## config.mk

```make
export PLATFORM = sky130hd
export DESIGN_NAME = nearest_joint_pixel_labeler_core
export DESIGN_NICKNAME = d
export VERILOG_FILES = /design/src/design/njpl_pkg.sv /design/src/design/njpl_front.sv /design/src/design/njpl_queue.sv /design/src/design/njpl_back.sv /design/src/design/nearest_joint_pixel_labeler_core.sv
export SDC_FILE = /design/constraint.sdc
export NUM_CORES = 2
export LEC_CHECK = 0
export ABC_AREA = 1
export BUFFER_PORTS_ARGS = -buffer_cell sky130_fd_sc_hd__clkbuf_2
export CORE_ASPECT_RATIO = 1.5
export CORE_MARGIN = 2
export CORE_UTILIZATION = 55
export DETAILED_ROUTE_END_ITERATION = 16
export GPL_ROUTABILITY_DRIVEN = 0
export HOLD_SLACK_MARGIN = 0.05
export PLACE_DENSITY = 0.77
export SLEW_MARGIN = 10
export SYNTH_ARGS = -nofsm -noshare
export SYNTH_HDL_FRONTEND = slang
export SYNTH_SLANG_ARGS = --single-unit
```

## constraint.sdc

```tcl
create_clock -name clock -period 9.92 [get_ports clock]
set_input_delay 0.496 -clock clock [delete_from_list [all_inputs] [get_ports clock]]
set_output_delay 0.496 -clock clock [all_outputs]
set_load 0.01 [all_outputs]
```

## src/design/njpl_pkg.sv

```systemverilog
// package for the nearest joint pixel labeler
// holds widths, item and table entry types, the joint colour table
// used by every module of the block

package njpl_pkg;

   localparam int NUM_JOINTS_DEF  = 15;
   localparam int MAX_COLUMNS_DEF = 2048;
   localparam int MAX_ROWS_DEF    = 2048;

   localparam int COORD_W  = 12;
   localparam int DEPTH_W  = 16;
   localparam int JIDX_W   = 4;
   localparam int COLOUR_W = 8;

   localparam int SQC_W  = 24;
   localparam int SQD_W  = 32;
   localparam int DIST_W = 33;

   localparam int QDEPTH = 2;
   localparam int QPTR_W = 1;
   localparam int QCNT_W = 2;

   localparam logic KIND_LOAD  = 1'b0;
   localparam logic KIND_PIXEL = 1'b1;

   typedef struct packed {
      logic                kind;
      logic                wr_en;
      logic [JIDX_W-1:0]   idx;
      logic [COORD_W-1:0]  x;
      logic [COORD_W-1:0]  y;
      logic [DEPTH_W-1:0]  dep;
      logic                ok;
   } njpl_item_type;

   typedef struct packed {
      logic [COORD_W-1:0] col;
      logic [COORD_W-1:0] row;
      logic [DEPTH_W-1:0] dep;
   } njpl_joint_type;

   typedef struct packed {
      logic          push;
      njpl_item_type item;
   } njpl_push_type;

   function automatic logic [3*COLOUR_W-1:0] palette(input logic [JIDX_W-1:0] i);
      logic [3*COLOUR_W-1:0] c;
      case (i)
         4'd0:    c = {8'd255, 8'd0,   8'd0};
         4'd1:    c = {8'd0,   8'd255, 8'd0};
         4'd2:    c = {8'd0,   8'd0,   8'd255};
         4'd3:    c = {8'd0,   8'd255, 8'd255};
         4'd4:    c = {8'd255, 8'd0,   8'd255};
         4'd5:    c = {8'd255, 8'd255, 8'd0};
         4'd6:    c = {8'd0,   8'd128, 8'd128};
         4'd7:    c = {8'd128, 8'd0,   8'd128};
         4'd8:    c = {8'd128, 8'd128, 8'd0};
         4'd9:    c = {8'd255, 8'd255, 8'd255};
         4'd10:   c = {8'd128, 8'd128, 8'd128};
         4'd11:   c = {8'd255, 8'd0,   8'd128};
         4'd12:   c = {8'd0,   8'd128, 8'd255};
         4'd13:   c = {8'd128, 8'd0,   8'd255};
         4'd14:   c = {8'd128, 8'd255, 8'd0};
         default: c = {8'd255, 8'd128, 8'd0};
      endcase
      return c;
   endfunction

endpackage

```

## src/design/njpl_front.sv

```systemverilog
// front end: takes request items and classifies them
// decides table write enable and whether a pixel gets labeled, uses njpl_pkg

module njpl_front #(
   parameter int NUM_JOINTS  = njpl_pkg::NUM_JOINTS_DEF,
   parameter int MAX_COLUMNS = njpl_pkg::MAX_COLUMNS_DEF,
   parameter int MAX_ROWS    = njpl_pkg::MAX_ROWS_DEF
) (
   input  logic                              req_valid,
   output logic                              req_ready,
   input  logic                              req_kind,
   input  logic [njpl_pkg::JIDX_W-1:0]       req_joint_index,
   input  logic signed [njpl_pkg::COORD_W-1:0] req_coord_x,
   input  logic signed [njpl_pkg::COORD_W-1:0] req_coord_y,
   input  logic [njpl_pkg::DEPTH_W-1:0]      req_depth,
   input  logic                              req_mask_set,
   input  logic                              queue_full,
   output njpl_pkg::njpl_push_type           push
);

   localparam int CMP_W = njpl_pkg::COORD_W + 1;

   logic in_x;
   logic in_y;

   assign in_x = !req_coord_x[njpl_pkg::COORD_W-1] &&
                 ({1'b0, req_coord_x} < CMP_W'(MAX_COLUMNS));
   assign in_y = !req_coord_y[njpl_pkg::COORD_W-1] &&
                 ({1'b0, req_coord_y} < CMP_W'(MAX_ROWS));

   assign req_ready = !queue_full;

   always_comb begin
      push.push      = req_valid && !queue_full;
      push.item.kind = req_kind;
      push.item.wr_en = ({1'b0, req_joint_index} < (njpl_pkg::JIDX_W+1)'(NUM_JOINTS));
      push.item.idx  = req_joint_index;
      push.item.x    = req_coord_x;
      push.item.y    = req_coord_y;
      push.item.dep  = req_depth;
      push.item.ok   = req_mask_set && (req_depth != '0) && in_x && in_y;
   end

endmodule

```

## src/design/njpl_queue.sv

```systemverilog
// short item queue between front and back end
// two entries of njpl_item_type, uses njpl_pkg

module njpl_queue (
   input  logic                     clock,
   input  logic                     reset,
   input  njpl_pkg::njpl_push_type  push,
   output logic                     full,
   input  logic                     pop,
   output logic                     empty,
   output njpl_pkg::njpl_item_type  pop_item
);

   njpl_pkg::njpl_item_type              entries_ff [0:njpl_pkg::QDEPTH-1];
   njpl_pkg::njpl_item_type              entries_in;
   logic [njpl_pkg::QPTR_W-1:0]          wr_ptr_ff, wr_ptr_in;
   logic [njpl_pkg::QPTR_W-1:0]          rd_ptr_ff, rd_ptr_in;
   logic [njpl_pkg::QCNT_W-1:0]          count_ff, count_in;
   logic                                 do_push;
   logic                                 do_pop;

   assign full     = (count_ff == njpl_pkg::QCNT_W'(njpl_pkg::QDEPTH));
   assign empty    = (count_ff == '0);
   assign pop_item = entries_ff[rd_ptr_ff];
   assign do_push  = push.push && !full;
   assign do_pop   = pop && !empty;

   always_comb begin
      entries_in = push.item;
      wr_ptr_in  = do_push ? wr_ptr_ff + 1'b1 : wr_ptr_ff;
      rd_ptr_in  = do_pop ? rd_ptr_ff + 1'b1 : rd_ptr_ff;
      count_in   = count_ff;
      if (do_push && !do_pop) begin
         count_in = count_ff + 1'b1;
      end else if (do_pop && !do_push) begin
         count_in = count_ff - 1'b1;
      end
   end

   always_ff @(posedge clock) begin
      if (do_push) begin
         entries_ff[wr_ptr_ff] <= entries_in;
      end
   end

   always_ff @(posedge clock) begin
      if (reset) begin
         wr_ptr_ff <= '0;
         rd_ptr_ff <= '0;
         count_ff  <= '0;
      end else begin
         wr_ptr_ff <= wr_ptr_in;
         rd_ptr_ff <= rd_ptr_in;
         count_ff  <= count_in;
      end
   end

endmodule

```

## src/design/njpl_back.sv

```systemverilog
// back end: joint table, sequential nearest joint search, result register
// one joint per cycle through a multiply stage and a sum and compare stage, uses njpl_pkg

module njpl_back #(
   parameter int NUM_JOINTS = njpl_pkg::NUM_JOINTS_DEF
) (
   input  logic                                clock,
   input  logic                                reset,
   input  logic                                q_empty,
   input  njpl_pkg::njpl_item_type             q_item,
   output logic                                q_pop,
   output logic                                rsp_valid,
   input  logic                                rsp_ready,
   output logic signed [njpl_pkg::COORD_W-1:0] rsp_pixel_x,
   output logic signed [njpl_pkg::COORD_W-1:0] rsp_pixel_y,
   output logic                                rsp_labeled,
   output logic [njpl_pkg::JIDX_W-1:0]         rsp_joint_label,
   output logic [njpl_pkg::COLOUR_W-1:0]       rsp_colour_0,
   output logic [njpl_pkg::COLOUR_W-1:0]       rsp_colour_1,
   output logic [njpl_pkg::COLOUR_W-1:0]       rsp_colour_2
);

   localparam int TW  = (NUM_JOINTS > 1) ? $clog2(NUM_JOINTS) : 1;
   localparam int CW  = njpl_pkg::COORD_W;
   localparam int DW  = njpl_pkg::DEPTH_W;
   localparam int JW  = njpl_pkg::JIDX_W;
   localparam int KW  = njpl_pkg::COLOUR_W;

   typedef enum logic [3:0] {
      ST_IDLE  = 4'b0001,
      ST_SCAN  = 4'b0010,
      ST_DRAIN = 4'b0100,
      ST_OUT   = 4'b1000
   } njpl_state_type;

   njpl_state_type             state_ff, state_in;
   njpl_pkg::njpl_joint_type   table_ff [0:NUM_JOINTS-1];
   njpl_pkg::njpl_item_type    cur_ff, cur_in;
   logic [JW-1:0]              k_ff, k_in;
   logic                       pv_ff, pv_in;
   logic [JW-1:0]              pk_ff, pk_in;
   logic [njpl_pkg::SQC_W-1:0] px_ff, px_in;
   logic [njpl_pkg::SQC_W-1:0] py_ff, py_in;
   logic [njpl_pkg::SQD_W-1:0] pd_ff, pd_in;
   logic [njpl_pkg::DIST_W-1:0] best_d_ff, best_d_in;
   logic [JW-1:0]              best_k_ff, best_k_in;

   logic                       rsp_valid_ff, rsp_valid_in;
   logic [CW-1:0]              rsp_x_ff, rsp_x_in;
   logic [CW-1:0]              rsp_y_ff, rsp_y_in;
   logic                       rsp_lab_ff, rsp_lab_in;
   logic [JW-1:0]              rsp_label_ff, rsp_label_in;
   logic [3*KW-1:0]            rsp_col_ff, rsp_col_in;

   njpl_pkg::njpl_joint_type   joint;
   logic                       tbl_we;
   logic [CW:0]                dx, dy;
   logic [DW:0]                dd;
   logic [CW-1:0]              ax, ay;
   logic [DW-1:0]              ad;
   logic [njpl_pkg::DIST_W-1:0] dist_sum;
   logic                       slot_free;
   logic                       last_k;

   assign joint     = table_ff[k_ff[TW-1:0]];
   assign q_pop     = (state_ff == ST_IDLE) && !q_empty;
   assign tbl_we    = q_pop && (q_item.kind == njpl_pkg::KIND_LOAD) && q_item.wr_en;
   assign slot_free = !rsp_valid_ff || rsp_ready;
   assign last_k    = (k_ff == JW'(NUM_JOINTS - 1));

   // absolute differences and squares of the joint under scan
   always_comb begin
      dx = {cur_ff.x[CW-1], cur_ff.x} - {joint.col[CW-1], joint.col};
      dy = {cur_ff.y[CW-1], cur_ff.y} - {joint.row[CW-1], joint.row};
      dd = {1'b0, cur_ff.dep} - {1'b0, joint.dep};
      ax = dx[CW] ? CW'(-dx) : dx[CW-1:0];
      ay = dy[CW] ? CW'(-dy) : dy[CW-1:0];
      ad = dd[DW] ? DW'(-dd) : dd[DW-1:0];
      px_in = njpl_pkg::SQC_W'(ax) * njpl_pkg::SQC_W'(ax);
      py_in = njpl_pkg::SQC_W'(ay) * njpl_pkg::SQC_W'(ay);
      pd_in = njpl_pkg::SQD_W'(ad) * njpl_pkg::SQD_W'(ad);
      pv_in = (state_ff == ST_SCAN);
      pk_in = k_ff;
   end

   // running minimum, ties keep the lower index
   always_comb begin
      dist_sum = njpl_pkg::DIST_W'(px_ff) + njpl_pkg::DIST_W'(py_ff) +
                 njpl_pkg::DIST_W'(pd_ff);
      best_d_in = best_d_ff;
      best_k_in = best_k_ff;
      if (pv_ff && ((pk_ff == '0) || (dist_sum < best_d_ff))) begin
         best_d_in = dist_sum;
         best_k_in = pk_ff;
      end
   end

   always_comb begin
      state_in = state_ff;
      cur_in   = cur_ff;
      k_in     = k_ff;
      case (state_ff)
         ST_IDLE: begin
            k_in = '0;
            if (q_pop) begin
               cur_in = q_item;
               if (q_item.kind == njpl_pkg::KIND_PIXEL) begin
                  state_in = q_item.ok ? ST_SCAN : ST_OUT;
               end
            end
         end
         ST_SCAN: begin
            k_in = k_ff + 1'b1;
            if (last_k) begin
               state_in = ST_DRAIN;
            end
         end
         ST_DRAIN: begin
            state_in = ST_OUT;
         end
         ST_OUT: begin
            if (slot_free) begin
               state_in = ST_IDLE;
            end
         end
         default: begin
            state_in = ST_IDLE;
         end
      endcase
   end

   always_comb begin
      rsp_valid_in = rsp_valid_ff && !rsp_ready;
      rsp_x_in     = rsp_x_ff;
      rsp_y_in     = rsp_y_ff;
      rsp_lab_in   = rsp_lab_ff;
      rsp_label_in = rsp_label_ff;
      rsp_col_in   = rsp_col_ff;
      if ((state_ff == ST_OUT) && slot_free) begin
         rsp_valid_in = 1'b1;
         rsp_x_in     = cur_ff.x;
         rsp_y_in     = cur_ff.y;
         rsp_lab_in   = cur_ff.ok;
         rsp_label_in = cur_ff.ok ? best_k_ff : '0;
         rsp_col_in   = cur_ff.ok ? njpl_pkg::palette(best_k_ff) : '0;
      end
   end

   always_ff @(posedge clock) begin
      if (reset) begin
         for (int i = 0; i < NUM_JOINTS; i++) begin
            table_ff[i] <= '0;
         end
      end else if (tbl_we) begin
         table_ff[q_item.idx[TW-1:0]] <= '{col: q_item.x, row: q_item.y, dep: q_item.dep};
      end
   end

   always_ff @(posedge clock) begin
      if (reset) begin
         state_ff     <= ST_IDLE;
         k_ff         <= '0;
         pv_ff        <= 1'b0;
         rsp_valid_ff <= 1'b0;
      end else begin
         state_ff     <= state_in;
         k_ff         <= k_in;
         pv_ff        <= pv_in;
         rsp_valid_ff <= rsp_valid_in;
      end
   end

   always_ff @(posedge clock) begin
      cur_ff       <= cur_in;
      pk_ff        <= pk_in;
      px_ff        <= px_in;
      py_ff        <= py_in;
      pd_ff        <= pd_in;
      best_d_ff    <= best_d_in;
      best_k_ff    <= best_k_in;
      rsp_x_ff     <= rsp_x_in;
      rsp_y_ff     <= rsp_y_in;
      rsp_lab_ff   <= rsp_lab_in;
      rsp_label_ff <= rsp_label_in;
      rsp_col_ff   <= rsp_col_in;
   end

   assign rsp_valid       = rsp_valid_ff;
   assign rsp_pixel_x     = rsp_x_ff;
   assign rsp_pixel_y     = rsp_y_ff;
   assign rsp_labeled     = rsp_lab_ff;
   assign rsp_joint_label = rsp_label_ff;
   assign rsp_colour_0    = rsp_col_ff[3*KW-1:2*KW];
   assign rsp_colour_1    = rsp_col_ff[2*KW-1:KW];
   assign rsp_colour_2    = rsp_col_ff[KW-1:0];

endmodule

```

## src/design/nearest_joint_pixel_labeler_core.sv

```systemverilog
// top level of the nearest joint pixel labeler
// instantiates njpl_front, njpl_queue and njpl_back, uses njpl_pkg
//
// usage: the req channel carries load items (kind 0) that write one joint's
// column, row and depth into the joint table, and pixel items (kind 1).
// every pixel item gives exactly one item on the rsp channel, a load gives none.
// a pixel outside the frame, masked or with zero depth comes back unlabeled
// and black; otherwise it gets the index and colour of its nearest joint.
// items pass a two-entry queue, so req_ready stays high while the back end
// works until that queue fills.
// a labeled pixel passes from the queue through the scan of every joint, a
// drain state and the output state to rsp; an unlabeled pixel goes from the
// queue straight to the output state. the back end checks one joint per cycle
// with one distance unit and takes a new item from the queue only when it is
// back in idle, after it has passed the last one to the output register.
// reset clears the joint table to zero, empties the queue and drops rsp_valid.
// a stalled rsp holds its item in the output register; the back end waits,
// and the queue then fills and drops req_ready.

module nearest_joint_pixel_labeler_core #(
   parameter int NUM_JOINTS  = njpl_pkg::NUM_JOINTS_DEF,
   parameter int MAX_COLUMNS = njpl_pkg::MAX_COLUMNS_DEF,
   parameter int MAX_ROWS    = njpl_pkg::MAX_ROWS_DEF
) (
   input  logic                                clock,
   input  logic                                reset,
   input  logic                                req_valid,
   output logic                                req_ready,
   input  logic                                req_kind,
   input  logic [njpl_pkg::JIDX_W-1:0]         req_joint_index,
   input  logic signed [njpl_pkg::COORD_W-1:0] req_coord_x,
   input  logic signed [njpl_pkg::COORD_W-1:0] req_coord_y,
   input  logic [njpl_pkg::DEPTH_W-1:0]        req_depth,
   input  logic                                req_mask_set,
   output logic                                rsp_valid,
   input  logic                                rsp_ready,
   output logic signed [njpl_pkg::COORD_W-1:0] rsp_pixel_x,
   output logic signed [njpl_pkg::COORD_W-1:0] rsp_pixel_y,
   output logic                                rsp_labeled,
   output logic [njpl_pkg::JIDX_W-1:0]         rsp_joint_label,
   output logic [njpl_pkg::COLOUR_W-1:0]       rsp_colour_0,
   output logic [njpl_pkg::COLOUR_W-1:0]       rsp_colour_1,
   output logic [njpl_pkg::COLOUR_W-1:0]       rsp_colour_2
);

   njpl_pkg::njpl_push_type push;
   njpl_pkg::njpl_item_type q_item;
   logic                    q_full;
   logic                    q_empty;
   logic                    q_pop;

   njpl_front #(
      .NUM_JOINTS  (NUM_JOINTS),
      .MAX_COLUMNS (MAX_COLUMNS),
      .MAX_ROWS    (MAX_ROWS)
   ) u_front (
      .req_valid       (req_valid),
      .req_ready       (req_ready),
      .req_kind        (req_kind),
      .req_joint_index (req_joint_index),
      .req_coord_x     (req_coord_x),
      .req_coord_y     (req_coord_y),
      .req_depth       (req_depth),
      .req_mask_set    (req_mask_set),
      .queue_full      (q_full),
      .push            (push)
   );

   njpl_queue u_queue (
      .clock    (clock),
      .reset    (reset),
      .push     (push),
      .full     (q_full),
      .pop      (q_pop),
      .empty    (q_empty),
      .pop_item (q_item)
   );

   njpl_back #(
      .NUM_JOINTS (NUM_JOINTS)
   ) u_back (
      .clock           (clock),
      .reset           (reset),
      .q_empty         (q_empty),
      .q_item          (q_item),
      .q_pop           (q_pop),
      .rsp_valid       (rsp_valid),
      .rsp_ready       (rsp_ready),
      .rsp_pixel_x     (rsp_pixel_x),
      .rsp_pixel_y     (rsp_pixel_y),
      .rsp_labeled     (rsp_labeled),
      .rsp_joint_label (rsp_joint_label),
      .rsp_colour_0    (rsp_colour_0),
      .rsp_colour_1    (rsp_colour_1),
      .rsp_colour_2    (rsp_colour_2)
   );

endmodule
```

* Word level (Yosys, flattened, before mapping) *
Memories as Yosys holds them, arrays and structs flattened. A register that Yosys moved wholly into a read port is not among the register bits.
Cells that the tools add are included.

cells by class
  $add $sub $neg = 13
  $mul = 3
  divide/modulo/power cells = 0
  order comparisons = 4
  eq/ne operators = 10
  shifts and indexed selects = 0
  muxes and demuxes = 27
  bitwise operators = 1
  reductions and logical operators = 35

operator list
  operator                count
  $mul A12 B12 Y24        2
  $mux W40                1
  $reduce_or A40 Y1       1
  $add A33 B32 Y33        1
  $lt A33 B33 Y1          1
  $mul A16 B16 Y32        1
  $mux W4                 8
  $sub A12 B12 Y13        2
  $add A24 B24 Y25        1
  $lt A12 B12 Y1 const B  2
  $mux W12                2
  $neg A12 Y12            2
  $sub A16 B16 Y17        1
  $logic_and A1 B1 Y1     16
  $mux W16                1
  $neg A16 Y16            1
  $pmux W4 S4             1
  $reduce_bool A16 Y1     1
  $mux W1                 11
  $logic_not A1 Y1        9
  $eq A4 B4 Y1 const B    2
  $pmux W4 S2             1
  $ne A2 B1 Y1 const B    3
  $add A4 B1 Y4 const B   1
  17 further kinds        21

word-level totals
  flip-flop bits (word level) = 205
  latch bits = 0
  bits in writable memories = 694
  ROM bits = 384
  bits of input ports = 50
  output and inout bits = 55
  memories = 3

memory list
  name                depth  bits a word  read ports  clocked after memory_dff  write ports  line              source
  u_back.table_ff     15     40           1           1                         15           njpl_back.sv:37   njpl_pkg::njpl_joint_type table_ff [0:NUM_JOINTS-1];
  (name not given)    16     24           1           1                         0            njpl_pkg.sv:50    case (i)
  u_queue.entries_ff  2      47           1           1                         1            njpl_queue.sv:14  njpl_pkg::njpl_item_type entries_ff [0:njpl_pkg::QDEPTH-1];

* Longest topological paths before layout *
  depth in word-level cells = 10
  depth in mapped cells = 51
  gate-level depth less buffers = 48

* Modules after synthesis *
A second synthesis with hierarchy kept.

second synthesis, totals
  cell total of the unflattened synthesis = 5805
  area total of the unflattened synthesis = 58976.6 µm²

modules (own cells, without submodules)
  module      instances  cells each  area each (µm²)
  njpl_back   1          5556        54795.1
  njpl_queue  1          183         3761.1
  njpl_front  1          66          420.4

* Least setup slack after synthesis *
OpenSTA, ideal clock, no wires.

  path kind = flip-flop to flip-flop
  from = register with a tool-made name
  to = register u_back.pd_ff[28] in the netlist's numbering
  setup time = 0.119 ns
  arrival time = 8.526 ns
  data required time = 9.801 ns
  setup slack = 1.275 ns
  cell stages (with the launch flop) = 39
  clock period less this slack = 8.645 ns
  cells stage by stage = dfxtp_1 -> buf_2 -> clkbuf_1 -> buf_1 -> mux2i_1 -> o211ai_1 -> o211ai_1 -> nand2_1 -> ha_1 -> fa_1 -> ha_1 -> inv_1 -> a21oi_1 -> nand3_1 -> nor2_1 -> nand2_1 -> nor2_2 -> a31oi_1 -> [3 not listed] -> fa_1 -> inv_1 -> fa_1 -> fa_1 -> fa_1 -> fa_1 -> inv_1 -> fa_1 -> inv_1 -> ha_1 -> nand2_1 -> nor4_1 -> nand4_1 -> nand3_1 -> nand2_1 -> nand2_1 -> a31oi_1 -> xnor2_1

RTL lines
  what                  line              source
  end signal, assigned  njpl_back.sv:178  pd_ff <= pd_in;
  end, declared         njpl_back.sv:44   logic [njpl_pkg::SQD_W-1:0] pd_ff, pd_in;

==> impl_results.html <==
<table>
<tr><th>Metric</th><th>Value</th></tr>
<tr><th colspan="2">Job</th></tr>
<tr><td>Max-capacitance violation count</td><td>0</td></tr>
<tr><th colspan="2">STA</th></tr>
<tr><td>Total negative slack for setup checks</td><td>0 ns</td></tr>
<tr><td>Final critical path time including I/O delays and setup</td><td>roughly 9 ns</td></tr>
<tr><td>Setup clock skew after layout</td><td>between 0.03 and 0.04 ns</td></tr>
<tr><td>Share of the cycle needed by the critical path after routing</td><td>approximately 90%</td></tr>
<tr><td>Number of failing hold endpoints at the final stage</td><td>0</td></tr>
<tr><td>Max Freq</td><td>between 0.1 and 0.15 GHz</td></tr>
<tr><td>Minimum hold slack</td><td>between 0.1 and 0.15 ns</td></tr>
<tr><td>Final setup vio count</td><td>0</td></tr>
<tr><td>Final-report max-slew violation count</td><td>0</td></tr>
<tr><td>RSZ-0062 raised after global routing</td><td>no</td></tr>
<tr><td>Post-layout worst setup margin</td><td>between 0.7 and 0.8 ns</td></tr>
<tr><td>Measured slew at the worst slew-check pin</td><td>between 1 and 1.5 ns</td></tr>
<tr><td>Max transition margin</td><td>a little over an eighth</td></tr>
<tr><th colspan="2">Route</th></tr>
<tr><td>Total Wirelength</td><td>approximately 150 mm</td></tr>
<tr><td>ANT nets after route</td><td>0</td></tr>
<tr><td>Vias per cell</td><td>approximately 5.8</td></tr>
<tr><td>Vias post-DR</td><td>approximately 44000</td></tr>
<tr><td>Residual DRC count</td><td>0</td></tr>
<tr><td>Iteration-0 DRC Markers</td><td>3959</td></tr>
<tr><td>Iteration count of the initial detailed-routing pass</td><td>6</td></tr>
<tr><td>Average wire per standard cell</td><td>20.45 um</td></tr>
<tr><th colspan="2">Logic synthesis</th></tr>
<tr><td>Synthesized Nets</td><td>6698</td></tr>
<tr><td>Netlist area before placement</td><td>59260 um^2</td></tr>
<tr><td>Synthesized flop and latch total</td><td>~950</td></tr>
<tr><td>Number of enable flip-flop cells after synthesis</td><td>847</td></tr>
<tr><td>Number of warnings printed during yosys synthesis</td><td>0</td></tr>
<tr><td>Most frequently used flop master after synthesis</td><td>sky130_fd_sc_hd__edfxtp_1</td></tr>
<tr><td>Syn Inst Count</td><td>roughly 6000</td></tr>
<tr><td>Register area share after synthesis</td><td>46.29%</td></tr>
<tr><td>Library cells used by synthesis</td><td>68</td></tr>
<tr><td>Average footprint of a synthesized cell</td><td>around 9.9 um^2</td></tr>
<tr><td>Async S/R FF share, synth</td><td>0%</td></tr>
<tr><th colspan="2">Floorplanning</th></tr>
<tr><td>Number of placement rows</td><td>between 100 and 150</td></tr>
<tr><td>Placeable Area</td><td>roughly 110000 um^2</td></tr>
<tr><td>I/O pins</td><td>105</td></tr>
<tr><td>Initial Util</td><td>55.36%</td></tr>
<tr><td>Die outline area</td><td>roughly 110000 um^2</td></tr>
<tr><td>Die Wd</td><td>around 270 um</td></tr>
<tr><td>Height of the chip</td><td>~400 um</td></tr>
<tr><th colspan="2">Layout</th></tr>
<tr><td>Fill count</td><td>between 8000 and 9000</td></tr>
<tr><td>Layout cells sized above 1</td><td>~8.5%</td></tr>
<tr><td>Post-layout nets</td><td>6757</td></tr>
<tr><td>Area growth, synth to finish</td><td>9.207%</td></tr>
<tr><td>Most used cells in the layout excluding fill and tap cells</td><td>sky130_fd_sc_hd__inv_1 (982), sky130_fd_sc_hd__nor2_1 (909), sky130_fd_sc_hd__edfxtp_1 (847), sky130_fd_sc_hd__nand2_1 (581), sky130_fd_sc_hd__ha_1 (338)</td></tr>
<tr><td>Number of cells in the finished layout apart from fillers</td><td>7535</td></tr>
<tr><td>Most frequent standard cell in the layout excluding fill and tap cells</td><td>sky130_fd_sc_hd__inv_1</td></tr>
<tr><td>Ant diodes</td><td>0</td></tr>
<tr><th colspan="2">Clocking</th></tr>
<tr><td>Buffer cell driving the clock tree root</td><td>sky130_fd_sc_hd__clkbuf_16</td></tr>
<tr><td>TritonCTS clock tree</td><td>yes</td></tr>
<tr><td>Latest clock arrival within the worst-skew pair</td><td>0.69 ns</td></tr>
<tr><td>Number of sinks on the clock net</td><td>roughly 950</td></tr>
<tr><td>Clock tree buffer depth</td><td>3</td></tr>
<tr><td># resized after CTS</td><td>0</td></tr>
<tr><td>Reg clk slew, reported paths</td><td>approximately 0.060 ns</td></tr>
<tr><td>H-tree levels</td><td>3</td></tr>
<tr><td>Number of buffers created by CTS</td><td>90</td></tr>
<tr><th colspan="2">Critical path</th></tr>
<tr><td>Worst Path Required</td><td>~11 ns</td></tr>
<tr><td>Highest cell delay on the worst timing path</td><td>around 0.76 ns</td></tr>
<tr><td>Slowest cell on crit path</td><td>sky130_fd_sc_hd__buf_4</td></tr>
<tr><td>Worst Path Class, Setup</td><td>reg2reg</td></tr>
<tr><td>Worst R2R Path Depth</td><td>36</td></tr>
<tr><td>Data arrival, critical path</td><td>9.77 ns</td></tr>
<tr><td>Flop-to-flop setup slack</td><td>0.73 ns</td></tr>
<tr><td>Worst-path maximum fanout</td><td>59</td></tr>
<tr><td>Reg-to-Reg End</td><td>u_back.px_ff[19]$_DFF_P_</td></tr>
<tr><td>Sort of element at the end of the critical path</td><td>register</td></tr>
<tr><td>Crit start category</td><td>register</td></tr>
<tr><th colspan="2">Placed design</th></tr>
<tr><td>Worst Setup Slack post-DPL</td><td>approximately 0.86 ns</td></tr>
<tr><td>Inst Count DP</td><td>between 7000 and 8000</td></tr>
<tr><td>Buffers on Ports</td><td>104</td></tr>
<tr><td>Post-detail-place hpwl</td><td>around 100 mm</td></tr>
<tr><th colspan="2">GRT</th></tr>
<tr><td>Maximum number of pins on one net before global-route repair</td><td>~140</td></tr>
<tr><td>Number of global-route vias before repair</td><td>roughly 44000</td></tr>
<tr><td>Global-route wire length before repair</td><td>237.3 mm</td></tr>
<tr><td>Global router's overall resource usage</td><td>between 20% and 30%</td></tr>
<tr><td>Antenna violations before repair</td><td>2</td></tr>
<tr><td>Total gr overflow</td><td>0</td></tr>
<tr><th colspan="2">Hold path</th></tr>
<tr><td>Cells on Worst Hold Path</td><td>2</td></tr>
<tr><td>End point of the most critical hold path</td><td>u_back.pv_ff$_SDFF_PP0_</td></tr>
<tr><td>Source of the worst hold timing path</td><td>reset</td></tr>
<tr><td>Hold Crit Class</td><td>in2reg</td></tr>
<tr><th colspan="2">Outcome</th></tr>
<tr><td>Result of the run</td><td>completed</td></tr>
</table>
[worst max-delay path by stage]
stage,slack (ns),cells after the start,to,startpoint
6_report,0.73,36,u_back.px_ff[19]$_DFF_P_,register
5_1_grt,0.21,39,u_back.pd_ff[29]$_DFF_P_,register
4_1_cts,0.88,36,u_back.px_ff[19]$_DFF_P_,register
3_5_place_dp,0.86,36,u_back.px_ff[19]$_DFF_P_,register
3_3_place_gp,1.06,36,u_back.px_ff[19]$_DFF_P_,register
2_1_floorplan,1.28,38,u_back.pd_ff[28]$_DFF_P_,register
[state kept, by name, indices dropped and copies added (netlist names), 2 cells and up, named ones only]
signal                  flops
u_back.state_ff             4
u_back.py_ff               23
u_back.px_ff               23
u_back.pd_ff               31
u_back.rsp_col_ff           6
u_back.table_ff           640
u_back.k_ff                 4
u_back.rsp_pixel_y         12
u_queue.count_ff            2
u_back.best_d_ff           33
u_back.cur_ff              41
u_back.best_k_ff            4
u_back.pk_ff                4
u_back.rsp_pixel_x         12
u_queue.entries_ff         94
u_back.rsp_joint_label      4
[per-layer routing]
layer / GRT usage [%] / routed length [um] / vias up
met3: 4.343 / 12930 / 622
met4: 16.95 / 10230 / 4
li1: - / - / 19790
met1: 31.54 / 53320 / 20900
met2: 49.38 / 77610 / 2205
met5: 0 / 27 / -
[layout make-up]
type / count / area [um^2] / area share, %
Sequential cell: 947 / 27450 / 42.41
Multi-Input combinational cell: 3761 / 27040 / 41.77
Inverter: 998 / 3749 / 5.792
Clock buffer: 114 / 2364 / 3.652
Timing Repair Buffer: 245 / 1779 / 2.749
Tap cell: 1415 / 1770 / 2.736
Clock inverter: 55 / 573.1 / 0.8854
[critical path: cells and delay by family, from the launching register on]
| kind | cells | cell delay [ns] |
|---|---|---|
| AOI/OAI and AO/OA | 9 | 1.30 |
| and+or+nand+nor | 12 | 1.98 |
| buffers and inverters | 5 | 1.34 |
| adders and majority gates | 8 | 3.54 |
| DFF | 1 | 0.38 |
| xor gates and xnor gates | 2 | 0.52 |
[through the flow]
step,util (%),instance area (um^2)
after global placement,57.29,61320
final,60.46,64720
after floorplan,-,59260
after CTS,60.45,64710
after detailed placement,57.29,61320
after global routing,60.46,64720
[cells by family after synthesis]
kind of cell               Yosys count  share of synthesized area [%]
AOI/OAI and AO/OA                  930                          9.095
xor gates and xnor gates           151                          2.415
adders and majority gates          664                          18.15
buffers and inverters             1276                          8.398
DFF                                947                          46.29
muxes                              161                          2.719
and+or+nand+nor                   1855                          12.93
[synth_stat cells (all sizes together), types with 2 or more instances]
master     n  area, um^2
inv      997        3742
nor2     928        3536
edfxtp   847       25430
nand2    637        2476
ha       338        4229
a21oi    335        1710
o21ai    334        1694
fa       326        6526
clkbuf   192       720.7
o211ai   171        1284
mux2i    161        1612
nand3    154       795.8
dfxtp    100        2002
xor2      97       932.1
buf       86       510.5
xnor2     54       499.2
or2       52       325.3
nand4     31       193.9
nor3      24       140.1
a31oi     18       112.6
o21bai    14       112.6
nor4      13       81.33
a21o      11       82.58
nand3b     9       67.56
o2111ai    8       76.32
a211oi     7       52.55
a31o       5       43.79
o21a       5       37.54
o31ai      5       37.54
a221oi     4       35.03
o221ai     3       26.28
a21boi     2       15.01
and2       2       12.51
and3       2       12.51
[what timing repair did]
item                                   4_1_cts  5_1_grt
hold buffers                                45        0
buffers inserted                             0        0
endpoints found under the hold margin       90        0
Power is not shown: default switching activity piles up to over one toggle a cycle in this logic, so the estimate is an artifact.
